[config.mk]
export PLATFORM = sky130hd
export DESIGN_NAME = cnps_alu
export DESIGN_NICKNAME = d
export VERILOG_FILES = /design/src/rtl/cnps_pkg.sv /design/src/rtl/cnps_alu.sv
export SDC_FILE = /design/constraint.sdc
export NUM_CORES = 1
export LEC_CHECK = 0
export BUFFER_PORTS_ARGS = -buffer_cell sky130_fd_sc_hd__buf_2
export CAP_MARGIN = 20
export CORE_MARGIN = 4
export CORE_UTILIZATION = 47
export DETAILED_ROUTE_END_ITERATION = 12
export GPL_TIMING_DRIVEN = 0
export PLACE_DENSITY = 0.8
export SYNTH_ARGS = -nofsm -noshare
export SYNTH_HDL_FRONTEND = slang
export SYNTH_SLANG_ARGS = --single-unit
export TNS_END_PERCENT = 1
[constraint.sdc]
create_clock -name vclk -period 7.6
set_clock_uncertainty 0.2 [all_clocks]
set_input_delay 0.76 -clock vclk [all_inputs]
set_output_delay 0.76 -clock vclk [all_outputs]
set_load 0.01 [all_outputs]
[src/rtl/cnps_pkg.sv]
`timescale 1ns / 1ps

package cnps_pkg;

  // Curve depth and fixed field widths.
  localparam int MAX_POINTS_DEF = 1024;
  localparam int COORD_W        = 32;
  localparam int DX_W           = 31;
  localparam int CNT_W          = 11;
  localparam int PIDX_W         = 10;
  localparam int OP_W           = 2;

  // Width of the shared add/subtract unit. Operands are sign-extended
  // coordinates, the zero-extended dx or earlier sums, and a difference of
  // two coordinate differences still fits.
  localparam int DW = 35;

  // Configuration register indexes (address bit 2 selects the register).
  localparam logic REG_POINTS = 1'b0;
  localparam logic REG_RISING = 1'b1;

  typedef enum logic [OP_W-1:0] {
    OP_WRITE   = 2'd0,
    OP_NEAR_X  = 2'd1,
    OP_NEAR_XY = 2'd2
  } op_t;

  typedef enum logic [3:0] {
    ST_IDLE,
    ST_BS_CHK,
    ST_BS_CMP,
    ST_BS_TOP,
    ST_BS_BOT,
    ST_BS_FIN,
    ST_QM,
    ST_QP,
    ST_LO_CMP,
    ST_HI_ISS,
    ST_HI_CMP,
    ST_SC_ISS,
    ST_SC_X,
    ST_SC_Y,
    ST_LIN_ISS,
    ST_LIN
  } state_t;

  typedef logic signed [DW-1:0] word_t;

  typedef struct packed {
    logic          sub;
    word_t         a;
    word_t         b;
    logic [DW-1:0] c;
  } alu_req_t;

  typedef struct packed {
    word_t         sum;
    logic [DW-1:0] mag;
    logic          neg;
    logic          lt;
  } alu_res_t;

  function automatic word_t sext_coord(input logic [COORD_W-1:0] v);
    sext_coord = {{(DW-COORD_W){v[COORD_W-1]}}, v};
  endfunction

  function automatic word_t zext_dx(input logic [DX_W-1:0] v);
    zext_dx = {{(DW-DX_W){1'b0}}, v};
  endfunction

endpackage

[src/rtl/cnps_alu.sv]
`timescale 1ns / 1ps

module cnps_alu (
  input  cnps_pkg::alu_req_t req,
  output cnps_pkg::alu_res_t res
);

  localparam int DW = cnps_pkg::DW;

  cnps_pkg::word_t sum;
  logic [DW-1:0]   mag;

  // One add/subtract, then the magnitude and its compare with a threshold.
  always_comb begin
    sum = req.sub ? (req.a - req.b) : (req.a + req.b);
    mag = sum[DW-1] ? -sum : sum;
    res.sum = sum;
    res.mag = mag;
    res.neg = sum[DW-1];
    res.lt  = (mag < req.c);
  end

endmodule

==> run metrics <==
outcome finished, violations left; failing checks negative setup slack; Final setup viols 1; Startpoint Class primary input; max frequency 126.9 MHz; CP Data Required Time 6640 ps; xor-xnor portion of the synthesized cell area 16.58%; crit path DAT 6920 ps; combinational share of power 100.0%; layout cell share with drive strength beyond 1 34.78%; register area share after synthesis 0%; 1st-iter DRT viols 368; number of max-cap violations 0; most area-consuming cells after synthesis ha_1 19%, xnor2_1 14%, a21oi_1 7.0%; Reg power frac 0%; Post-Syn Area per Cell 6.839 um^2; most frequent CP cell a21oi_1; switching portion of total power 55.75%; storage element area 0 um^2; Ports 178; RSZ-0062 raised after global routing yes; Routed Wire Length 14950 um; worst vdd ir 0.0001081 V; Mapped Nets 849; commonest cells after routing, fill and taps aside 178 x buf_2, 67 x xnor2_1, 63 x inv_1, 63 x ha_1, 57 x a21oi_1; FP Rows 35; post-synthesis instance area 4596 um^2; Post-Synthesis Cells 672; Die Y 106.9 um; Hold Path Class primary input to output pin; Yosys warning count 0; Post-Layout Cell Count 1006; net switching power 0.8034 mW; final slew viol count 0; Post-Synth Simple-Gate Area 26.14%; Post-CTS Hold Fix Bufs 0; routability cong. 0.9328; IO Port Bufs 177; Seq Cell Count 0; Synth area leader ha_1; nets 1056; Placed Cells 978; Post-Synth Adder-Cell Area 19.49%; fin crit share 103.7%; # DRC 0; DIE WIDTH 106.9 um; Final TNS setup -278.6 ps; mux contribution to synthesized area 0.9257%; n_diodes 0; vias in the first global route 5200; worst setup path category primary input to output pin; WL/cell 14.86 um; commonest non-fill, non-tap cell in the layout buf_2; Area Overhead vs Synth 39.40%; via count 5557; clock buffers 0; Die Area 11420 um^2; Tmin final 7879 ps; crit end category output pin; Max-slew headroom 37.80%; Synth cell types 77; main combinational cell family by area after synthesis compound AO/OA/AOI/OAI gates; Tot GR Track Use 23.99%; Yosys top cell area share 19.06%; crit-path max cell delay 540 ps; Clk pwr share 0%; global-route wire length before repair 23490 um; Setup WS post-layout -278.6 ps; initial antenna violation count 0; worst slew pin tran 929.9 ps; gr ovfl total 0; Core Area 9371 um^2; antenna-violating nets left 0; P_int 0.6378 mW; Via density 5.524; Crit Path Max Fanout 7; leakage 3.174 nW; Power Total 1.441 mW; complex-gate fraction of the synthesized area 28.64%; Starting Density 49.04%; CP max-delay cell or4_4; Final Hold Fails 0; drt first pass iters 5; P per Cell Area 225.0 nW/um^2; largest net degree at the start of global routing 11; HPWL Detailed 12070 um
==> power groups by stage <==
stage | logic (mW) | registers (mW) | clock network (mW)
6_report | 1.44 | 0 | 0
5_1_grt | 1.58 | 0 | 0
4_1_cts | 1.36 | 0 | 0
3_5_place_dp | 1.22 | 0 | 0
3_3_place_gp | 1.20 | 0 | 0
2_1_floorplan | 0.832 | 0 | 0
==> final timing paths <==
check	from	to	slack (ps)	cells after the start
setup / recovery	req[37]	res[0]	-280	30
hold / removal	req[70]	res[2]	1870	5
==> stage by stage <==
stage | area [um^2] | hold slack, ps | setup WS, ps | utilization [%]
floorplan | 4611 | 1562 | 10.83 | -
global placement | 5658 | 1876 | -1045 | 60.37
detailed placement | 5658 | 1867 | -1127 | 60.37
CTS | 6162 | 1875 | -275.6 | 65.75
global route | 6406 | 1918 | -587.0 | 68.36
finish | 6406 | 1870 | -278.6 | 68.36
==> cell type report <==
type	instances	area [um^2]
multi-input combinational	581	4683
fill	810	2965
timing repair buffer	211	1161
inverter	65	246.5
tap	129	161.4
buffer	20	153.9
==> synth_stat cells, types with 14 or more instances <==
cell / count
xnor2_1: 71
ha_1: 70
inv_1: 65
a21oi_1: 64
nor2_1: 56
nand2_1: 42
o21ai_0: 33
a21o_1: 27
nor3_1: 16
xor2_1: 16
clkbuf_1: 15
nand4_1: 14
==> critical path: cells and delay by family <==
family,cells,cell delay [ps]
and+or+nand+nor,11,2650
adders and majority gates,2,670
xor gates and xnor gates,3,520
buffers and inverters,3,380
AOI/OAI and AO/OA,11,1950
==> metal layers <==
metal | wire length [um] | vias to the layer above | global-route usage, %
li1 | - | 2848 | -
met5 | 0 | - | 0
met1 | 6724 | 2527 | 31.98
met2 | 7232 | 164 | 43.48
met4 | 180 | 0 | 2.557
met3 | 809 | 18 | 1.806
==> what timing repair did <==
item | CTS | global route
setup buffers | 25 | 9
resized for setup | 70 | 42
setup endpoints to repair | 1 | 1
pin swaps | 40 | 37
==> cells by family (layout without fill, tap and decap cells) <==
family | Yosys count | count (layout)
xor+xnor | 87 | 87
mux | 4 | 4
compound gates | 201 | 201
simple gates | 218 | 218
buf+inv | 91 | 296
fa+ha+maj | 71 | 71
Power figures use the tool's default switching activity.
