==> config.mk <==
export PLATFORM = sky130hd
export DESIGN_NAME = cnps_ctrl
export DESIGN_NICKNAME = d
export VERILOG_FILES = /design/src/rtl/cnps_pkg.sv /design/src/rtl/cnps_ctrl.sv
export SDC_FILE = /design/constraint.sdc
export NUM_CORES = 1
export LEC_CHECK = 0
export ABC_CLOCK_PERIOD_IN_PS = 6000
export BUFFER_PORTS_ARGS = -buffer_cell sky130_fd_sc_hd__buf_2
export CAP_MARGIN = 20
export CORE_MARGIN = 1
export CORE_UTILIZATION = 50
export CTS_BUF_LIST = sky130_fd_sc_hd__clkbuf_4 sky130_fd_sc_hd__clkbuf_8
export CTS_CLUSTER_SIZE = 12
export DETAILED_ROUTE_END_ITERATION = 8
export PLACE_DENSITY = 0.78
export SETUP_SLACK_MARGIN = 0.15
export SLEW_MARGIN = 20
export SYNTH_ARGS = -nofsm -noshare
export SYNTH_HDL_FRONTEND = slang
export SYNTH_SLANG_ARGS = --single-unit
==> constraint.sdc <==
create_clock -name clk -period 6 [get_ports clk]
set_input_delay 0.3 -clock clk [delete_from_list [all_inputs] [get_ports clk]]
set_output_delay 0.3 -clock clk [all_outputs]
set_load 0.1 [all_outputs]
==> src/rtl/cnps_pkg.sv <==
`timescale 1ns / 1ps

package cnps_pkg;

  // Curve depth and fixed field widths.
  localparam int MAX_POINTS_DEF = 1024;
  localparam int COORD_W        = 32;
  localparam int DX_W           = 31;
  localparam int CNT_W          = 11;
  localparam int PIDX_W         = 10;
  localparam int OP_W           = 2;

  // Width of the shared add/subtract unit. Operands are sign-extended
  // coordinates, the zero-extended dx or earlier sums, and a difference of
  // two coordinate differences still fits.
  localparam int DW = 35;

  // Configuration register indexes (address bit 2 selects the register).
  localparam logic REG_POINTS = 1'b0;
  localparam logic REG_RISING = 1'b1;

  typedef enum logic [OP_W-1:0] {
    OP_WRITE   = 2'd0,
    OP_NEAR_X  = 2'd1,
    OP_NEAR_XY = 2'd2
  } op_t;

  typedef enum logic [3:0] {
    ST_IDLE,
    ST_BS_CHK,
    ST_BS_CMP,
    ST_BS_TOP,
    ST_BS_BOT,
    ST_BS_FIN,
    ST_QM,
    ST_QP,
    ST_LO_CMP,
    ST_HI_ISS,
    ST_HI_CMP,
    ST_SC_ISS,
    ST_SC_X,
    ST_SC_Y,
    ST_LIN_ISS,
    ST_LIN
  } state_t;

  typedef logic signed [DW-1:0] word_t;

  typedef struct packed {
    logic          sub;
    word_t         a;
    word_t         b;
    logic [DW-1:0] c;
  } alu_req_t;

  typedef struct packed {
    word_t         sum;
    logic [DW-1:0] mag;
    logic          neg;
    logic          lt;
  } alu_res_t;

  function automatic word_t sext_coord(input logic [COORD_W-1:0] v);
    sext_coord = {{(DW-COORD_W){v[COORD_W-1]}}, v};
  endfunction

  function automatic word_t zext_dx(input logic [DX_W-1:0] v);
    zext_dx = {{(DW-DX_W){1'b0}}, v};
  endfunction

endpackage

==> src/rtl/cnps_ctrl.sv <==
`timescale 1ns / 1ps

module cnps_ctrl #(
  parameter int MAX_POINTS = cnps_pkg::MAX_POINTS_DEF,
  parameter int IW         = $clog2(MAX_POINTS)
) (
  input  logic                         clk,
  input  logic                         rst,
  input  logic                         start,
  input  logic [cnps_pkg::OP_W-1:0]    op,
  input  logic [cnps_pkg::PIDX_W-1:0]  point_index,
  input  logic [cnps_pkg::COORD_W-1:0] query_x,
  input  logic [cnps_pkg::DX_W-1:0]    query_dx,
  input  logic [cnps_pkg::COORD_W-1:0] query_y,
  input  logic [cnps_pkg::CNT_W-1:0]   points_in_use,
  input  logic                         x_rising,
  output logic                         busy,
  output logic                         result_valid,
  output logic [cnps_pkg::PIDX_W-1:0]  found_index,
  output logic                         mem_we,
  output logic [IW-1:0]                mem_waddr,
  output logic [IW-1:0]                rd_addr,
  input  logic [cnps_pkg::COORD_W-1:0] rd_x,
  input  logic [cnps_pkg::COORD_W-1:0] rd_y,
  output cnps_pkg::alu_req_t           alu_req,
  input  cnps_pkg::alu_res_t           alu_res
);

  localparam int DW = cnps_pkg::DW;
  localparam int PW = cnps_pkg::PIDX_W;
  localparam int CW = cnps_pkg::CNT_W;

  cnps_pkg::state_t state, state_next;

  logic                         result_valid_next;
  logic [PW-1:0]                found_index_next;

  logic [cnps_pkg::COORD_W-1:0] qx, qx_next;
  logic [cnps_pkg::COORD_W-1:0] qy, qy_next;
  logic [cnps_pkg::DX_W-1:0]    dx, dx_next;
  logic                         want_xy, want_xy_next;
  logic [IW-1:0]                last, last_next;
  logic [IW-1:0]                lo, lo_next;
  logic [IW-1:0]                hi, hi_next;
  logic [IW-1:0]                mid, mid_next;
  logic [IW-1:0]                idx, idx_next;
  logic [IW-1:0]                best, best_next;
  logic [DW-1:0]                bd, bd_next;
  cnps_pkg::word_t              acc_a, acc_a_next;
  cnps_pkg::word_t              acc_b, acc_b_next;
  logic                         pass, pass_next;
  logic                         first, first_next;

  logic                         fin;
  logic [IW-1:0]                fin_idx;
  logic [IW-1:0]                last_in;
  logic [CW-1:0]                pin_m1;
  logic [IW:0]                  lo_p1;
  logic [IW:0]                  mid_sum;
  logic [IW-1:0]                bracket_pick;
  logic                         take;

  assign busy = (state != cnps_pkg::ST_IDLE);

  // Index of the last point in use, clamped to the store depth.
  always_comb begin
    pin_m1 = points_in_use - CW'(1);
    if (points_in_use == '0) begin
      last_in = '0;
    end else if (32'(points_in_use) > 32'(MAX_POINTS)) begin
      last_in = IW'(MAX_POINTS - 1);
    end else begin
      last_in = IW'(pin_m1);
    end
  end

  always_comb begin
    state_next        = state;
    result_valid_next = 1'b0;
    found_index_next  = found_index;
    qx_next           = qx;
    qy_next           = qy;
    dx_next           = dx;
    want_xy_next      = want_xy;
    last_next         = last;
    lo_next           = lo;
    hi_next           = hi;
    mid_next          = mid;
    idx_next          = idx;
    best_next         = best;
    bd_next           = bd;
    acc_a_next        = acc_a;
    acc_b_next        = acc_b;
    pass_next         = pass;
    first_next        = first;
    fin               = 1'b0;
    fin_idx           = best;
    take              = 1'b0;
    mem_we            = 1'b0;
    mem_waddr         = IW'(point_index);
    rd_addr           = idx;
    lo_p1             = {1'b0, lo} + (IW+1)'(1);
    mid_sum           = {1'b0, lo} + {1'b0, hi};
    bracket_pick      = alu_res.neg ? hi : lo;

    alu_req.sub = 1'b1;
    alu_req.a   = cnps_pkg::sext_coord(qx);
    alu_req.b   = cnps_pkg::sext_coord(rd_x);
    alu_req.c   = bd;

    unique case (state)
      cnps_pkg::ST_IDLE: begin
        if (start) begin
          qx_next      = query_x;
          qy_next      = query_y;
          dx_next      = query_dx;
          last_next    = last_in;
          lo_next      = '0;
          hi_next      = last_in;
          want_xy_next = (op == cnps_pkg::OP_NEAR_XY);
          priority if (op == cnps_pkg::OP_WRITE) begin
            mem_we = (32'(point_index) < 32'(MAX_POINTS));
          end else if (op == cnps_pkg::OP_NEAR_X || op == cnps_pkg::OP_NEAR_XY) begin
            if (x_rising) begin
              state_next = cnps_pkg::ST_BS_CHK;
            end else if (op == cnps_pkg::OP_NEAR_XY) begin
              state_next = cnps_pkg::ST_SC_ISS;
            end else begin
              state_next = cnps_pkg::ST_LIN_ISS;
            end
          end else begin
            state_next = cnps_pkg::ST_IDLE;
          end
        end
      end

      // Binary search: lo and hi hold the bracket.
      cnps_pkg::ST_BS_CHK: begin
        if (lo_p1 < {1'b0, hi}) begin
          mid_next   = mid_sum[IW:1];
          rd_addr    = mid_sum[IW:1];
          state_next = cnps_pkg::ST_BS_CMP;
        end else begin
          rd_addr    = hi;
          state_next = cnps_pkg::ST_BS_TOP;
        end
      end

      cnps_pkg::ST_BS_CMP: begin
        if (alu_res.neg) begin
          hi_next = mid;
        end else begin
          lo_next = mid;
        end
        state_next = cnps_pkg::ST_BS_CHK;
      end

      cnps_pkg::ST_BS_TOP: begin
        alu_req.a  = cnps_pkg::sext_coord(rd_x);
        alu_req.b  = cnps_pkg::sext_coord(qx);
        acc_a_next = alu_res.sum;
        rd_addr    = lo;
        state_next = cnps_pkg::ST_BS_BOT;
      end

      cnps_pkg::ST_BS_BOT: begin
        acc_b_next = alu_res.sum;
        state_next = cnps_pkg::ST_BS_FIN;
      end

      cnps_pkg::ST_BS_FIN: begin
        alu_req.a = acc_a;
        alu_req.b = acc_b;
        if (want_xy) begin
          lo_next    = bracket_pick;
          hi_next    = bracket_pick;
          state_next = cnps_pkg::ST_QM;
        end else begin
          fin     = 1'b1;
          fin_idx = bracket_pick;
        end
      end

      // Window limits query_x - dx and query_x + dx.
      cnps_pkg::ST_QM: begin
        alu_req.b  = cnps_pkg::zext_dx(dx);
        acc_a_next = alu_res.sum;
        state_next = cnps_pkg::ST_QP;
      end

      cnps_pkg::ST_QP: begin
        alu_req.sub = 1'b0;
        alu_req.b   = cnps_pkg::zext_dx(dx);
        acc_b_next  = alu_res.sum;
        rd_addr     = lo;
        state_next  = (lo != '0) ? cnps_pkg::ST_LO_CMP : cnps_pkg::ST_HI_ISS;
      end

      cnps_pkg::ST_LO_CMP: begin
        alu_req.a = acc_a;
        rd_addr   = lo - IW'(1);
        if (alu_res.neg) begin
          lo_next    = lo - IW'(1);
          state_next = (lo == IW'(1)) ? cnps_pkg::ST_HI_ISS : cnps_pkg::ST_LO_CMP;
        end else begin
          state_next = cnps_pkg::ST_HI_ISS;
        end
      end

      cnps_pkg::ST_HI_ISS: begin
        rd_addr    = hi;
        state_next = (hi != last) ? cnps_pkg::ST_HI_CMP : cnps_pkg::ST_SC_ISS;
      end

      cnps_pkg::ST_HI_CMP: begin
        alu_req.a = cnps_pkg::sext_coord(rd_x);
        alu_req.b = acc_b;
        rd_addr   = hi + IW'(1);
        if (alu_res.neg) begin
          hi_next    = hi + IW'(1);
          state_next = (hi + IW'(1) == last) ? cnps_pkg::ST_SC_ISS : cnps_pkg::ST_HI_CMP;
        end else begin
          state_next = cnps_pkg::ST_SC_ISS;
        end
      end

      // Window scan: an x test then a y test per point.
      cnps_pkg::ST_SC_ISS: begin
        rd_addr    = lo;
        idx_next   = lo;
        best_next  = lo;
        bd_next    = '1;
        first_next = 1'b1;
        state_next = cnps_pkg::ST_SC_X;
      end

      cnps_pkg::ST_SC_X: begin
        alu_req.c  = cnps_pkg::zext_dx(dx);
        pass_next  = first | alu_res.lt;
        state_next = cnps_pkg::ST_SC_Y;
      end

      cnps_pkg::ST_SC_Y: begin
        alu_req.a = cnps_pkg::sext_coord(qy);
        alu_req.b = cnps_pkg::sext_coord(rd_y);
        take      = pass & alu_res.lt;
        if (take) begin
          bd_next   = alu_res.mag;
          best_next = idx;
        end
        if (idx == hi) begin
          fin     = 1'b1;
          fin_idx = take ? idx : best;
        end else begin
          idx_next   = idx + IW'(1);
          rd_addr    = idx + IW'(1);
          first_next = 1'b0;
          state_next = cnps_pkg::ST_SC_X;
        end
      end

      // Linear nearest-x scan, one point per cycle.
      cnps_pkg::ST_LIN_ISS: begin
        rd_addr    = '0;
        idx_next   = '0;
        best_next  = '0;
        bd_next    = '1;
        state_next = cnps_pkg::ST_LIN;
      end

      cnps_pkg::ST_LIN: begin
        take = alu_res.lt;
        if (take) begin
          bd_next   = alu_res.mag;
          best_next = idx;
        end
        if (idx == last) begin
          fin     = 1'b1;
          fin_idx = take ? idx : best;
        end else begin
          idx_next = idx + IW'(1);
          rd_addr  = idx + IW'(1);
        end
      end

      default: begin
        state_next = cnps_pkg::ST_IDLE;
      end
    endcase

    if (fin) begin
      result_valid_next = 1'b1;
      found_index_next  = PW'(fin_idx);
      state_next        = cnps_pkg::ST_IDLE;
    end
  end

  always_ff @(posedge clk) begin
    if (rst) begin
      state        <= cnps_pkg::ST_IDLE;
      result_valid <= 1'b0;
    end else begin
      state        <= state_next;
      result_valid <= result_valid_next;
    end
  end

  always_ff @(posedge clk) begin
    found_index <= found_index_next;
    qx          <= qx_next;
    qy          <= qy_next;
    dx          <= dx_next;
    want_xy     <= want_xy_next;
    last        <= last_next;
    lo          <= lo_next;
    hi          <= hi_next;
    mid         <= mid_next;
    idx         <= idx_next;
    best        <= best_next;
    bd          <= bd_next;
    acc_a       <= acc_a_next;
    acc_b       <= acc_b_next;
    pass        <= pass_next;
    first       <= first_next;
  end

  a_strobe_after_work: assert property (@(posedge clk) disable iff (rst)
    result_valid |-> $past(state != cnps_pkg::ST_IDLE))
    else $error("result strobe without a finished search");

  a_query_goes_busy: assert property (@(posedge clk) disable iff (rst)
    (start && !busy && (op == cnps_pkg::OP_NEAR_X || op == cnps_pkg::OP_NEAR_XY))
      |=> busy)
    else $error("accepted query did not start a search");

  a_bracket: assert property (@(posedge clk) disable iff (rst)
    (state == cnps_pkg::ST_BS_CMP) |-> (lo < mid && mid < hi))
    else $error("binary search probe outside its bracket");

  a_scan_window: assert property (@(posedge clk) disable iff (rst)
    (state == cnps_pkg::ST_SC_X || state == cnps_pkg::ST_SC_Y)
      |-> (lo <= idx && idx <= hi && hi <= last))
    else $error("window scan index outside the window");

endmodule

==> out/results.tsv <==
metric	value	unit
status	finished, violations left	
failing checks	design-rule violations	
Synth top area share	0.5394	
RSZ-0062 raised after global routing	false	
CTS sink count	278	
critical path launch point type	flip-flop	
post-synthesis xor/xnor area fraction	0.03861	
Worst Hold Path EP	state[0]	
Reg-to-Reg Start	lo[0]	
Detailed Routing Iterations Pass 1	9	
Clock Path Buffers	3	
biggest area consumer among synthesized cells	edfxtp_1	
Chip Height	176.3	µm
post-synthesis mux area share	0.04182	
total of max-cap violations	0	
setup bufs post-CTS	0	
largest family of logic cells by synthesized area	compound AO/OA/AOI/OAI gates	
total chip power	10.49	mW
Post-DRT Antenna Nets	0	
Cell Pwr Density	525.6	nW/µm²
crit path max fanout	14	
number of flops mapped to enable cells by yosys	273	
All-Layer GR Usage	0.3967	
Finished Cell Area	19960	µm²
num rows	63	
P_leak	7.913	nW
Initial Util	0.5101	
CTS tree	built	
via count	15180	
hold_buf cts	165	
compound-gate portion of the synthesized area	0.1593	
R2R setup slack	1.96	ns
DRC viols	29	
worst slew pin tran	1.094	ns
CTS clk-pin slew, worst paths	0.07	ns
Post-Syn Area	15200	µm²
area delta synth->final	31.33	%
prevailing post-synth register cell	edfxtp_1	
sequential area share after synthesis	0.5460	
DR vias/cell	6.530	
ranking of synthesized cells by area	edfxtp_1 (54%), nand2_1 (4.8%), a222oi_1 (4.5%), mux2_2 (3.3%), nor2_1 (2.6%)	
synthesized instance count	1375	
simple-gate share of the synthesized area	0.1512	
total negative slack	0	ns
1st-iter DRT viols	2696	
Final Util	0.6699	
worst vdd ir	621.8	µV
Hold Path Origin	start	
Worst setup EP type	output pin	
worst min-delay path class	input pin to flip-flop	
final worst setup slack	0.8954	ns
drt wl/cell	27.11	µm
Die Footprint	31100	µm²
yosys warns	0	
share of layout cells above drive strength 1	0.3053	
clock skew after layout	0.03100	ns
first-pass GRT wire length	91490	µm
total CTS buffers	47	
Slew Viols, Final	0	
Netlist cell types	79	
FF-to-FF path depth	12	
Seq cells post-synth	278	
H-tree Lvls	2	
Crit path arrival time	4.80	ns
hold depth	3	
Rel. slew slack	0.2692	
Resized Gates After CTS	0	
syn_area_per_cell	11.05	µm²
initial antenna violation count	17	
Required @ worst endpoint	5.70	ns
final WL	63030	µm
CP peak stage delay	0.90	ns
port buffer count	376	
pin count of the biggest net entering global routing	61	
Root Driver	clkbuf_8	
crit path cell chain	ha_1, nand3_1, nor2_1, and3_1, xor2_1, ha_1, o21a_1, o21ai_0, o21bai_1, mux2_2, a221oi_1, nor2_1, buf_2	
vias in the first global route	14840	
Placer Congestion	1.052	
DP HPWL	39880	µm
end of the worst register-to-register path	state[0]	
Clock Latency Late Sink	0.60	ns
fin crit share	0.8508	
Worst path slowest cell	o21bai_1	
# nets final	2166	
Synth async-reset ratio	0	
grt ovf	0	
Synth Area in Adders	0.02354	
Die Width	176.3	µm
placed cell area	17330	µm²
IO Count	397	
final setup fails	0	
Final Hold Vio Count	0	
Fmax achieved	0.1959	GHz
Tmin final	5.105	ns
Syn Nets	1661	
area of the core	29800	µm²
critical path class	flip-flop to output pin	
pre-CTS WS	1.580	ns
Yosys cell counts, drive strengths merged (38+ instances only):
| master | instances |
|---|---|
| buf | 42 |
| a31oi | 39 |
| a222oi | 68 |
| a21oi | 50 |
| clkbuf | 65 |
| or2 | 40 |
| mux2 | 44 |
| edfxtp | 273 |
| nand2 | 195 |
| nor2 | 105 |
| o21ai | 46 |
| xnor2 | 38 |
sequential cells by signal (all words and copies together), names as in the netlist, 10 cells and up:
signal       count
idx             10
hi              10
found_index     10
acc_b           35
dx              31
acc_a           35
bd              35
qy              32
mid             10
last            10
lo              10
qx              32
best            10
cell type report:
cell class,count,area [µm²]
clock buffer,72,853.3
multi-input combinational,958,6380
inverter,32,120.1
antenna,19,47.55
tap,390,488.0
fill,2147,9836
sequential,278,8298
timing repair buffer,563,3701
clock inverter,13,72.57
worst max-delay path, delay by kind of cell, from the launching register on:
| family | cells | cell delay [ns] |
|---|---|---|
| buf+inv | 1 | 0.30 |
| fa+ha+maj | 2 | 0.61 |
| flops | 1 | 0.66 |
| compound gates | 4 | 1.49 |
| mux | 1 | 0.42 |
| xor+xnor | 1 | 0.07 |
| simple gates | 4 | 0.65 |
layer usage:
layer  part of all wire  up-vias  routed length [µm]  global-route usage
li1                   -     6285                   -                   -
met1               0.34     6986               21400              0.4863
met4              0.082        2                5175              0.2669
met2               0.45     1481               28600              0.6275
met3               0.12      428                7843             0.08979
met5            0.00024        -                  15                   0
stage by stage:
stage,hold WS (ns),std cells
2_1_floorplan,0.3691,1375
3_3_place_gp,0.4764,2055
3_5_place_dp,0.4781,2055
4_1_cts,0.002271,2305
5_1_grt,0.09077,2322
6_report,0.09391,2325
worst max-delay path by stage:
stage	start	endpoint	slack [ns]
4_1_cts	lo[0]	rd_addr[6]	0.96
3_3_place_gp	lo[0]	rd_addr[0]	1.72
6_report	lo[0]	rd_addr[0]	0.90
3_5_place_dp	lo[0]	rd_addr[6]	1.58
5_1_grt	lo[0]	rd_addr[6]	0.58
2_1_floorplan	state[3]	acc_b[0]	0.82
cell families after synthesis:
family	count (synthesis)
and+or+nand+nor	479
xor gates and xnor gates	67
buffers and inverters	139
muxes	58
adders and majority gates	28
AOI/OAI and AO/OA	326
DFF	278
power breakdown:
group / switching (mW) / total, mW / internal, mW
logic: 4.12 / 5.43 / 1.31
registers: 0.565 / 3.31 / 2.74
clock network: 0.844 / 1.75 / 0.909
total: 5.53 / 10.5 / 4.97
layout by cell type, fill, tap and decap left out, types with 13 or more instances in the layout:
master         instances
buf_4                 21
diode_2               19
xor2_1                29
a222oi_1              68
mux2_2                44
nand3_1               25
nor2_1               101
or2_2                 39
dlygate4sd3_1        166
clkbuf_8              50
a22oi_1               13
buf_2                376
a21o_1                16
ha_1                  27
nor3_1                20
o211ai_1              13
a31oi_1               39
nand2_1              193
nor2b_1               14
mux2i_1               14
clkbuf_4              22
xnor2_1               38
a21oi_1               50
nand2b_1              13
inv_1                 31
edfxtp_1             273
o21ai_0               34
Note: power is estimated with default switching activity, not from simulation.
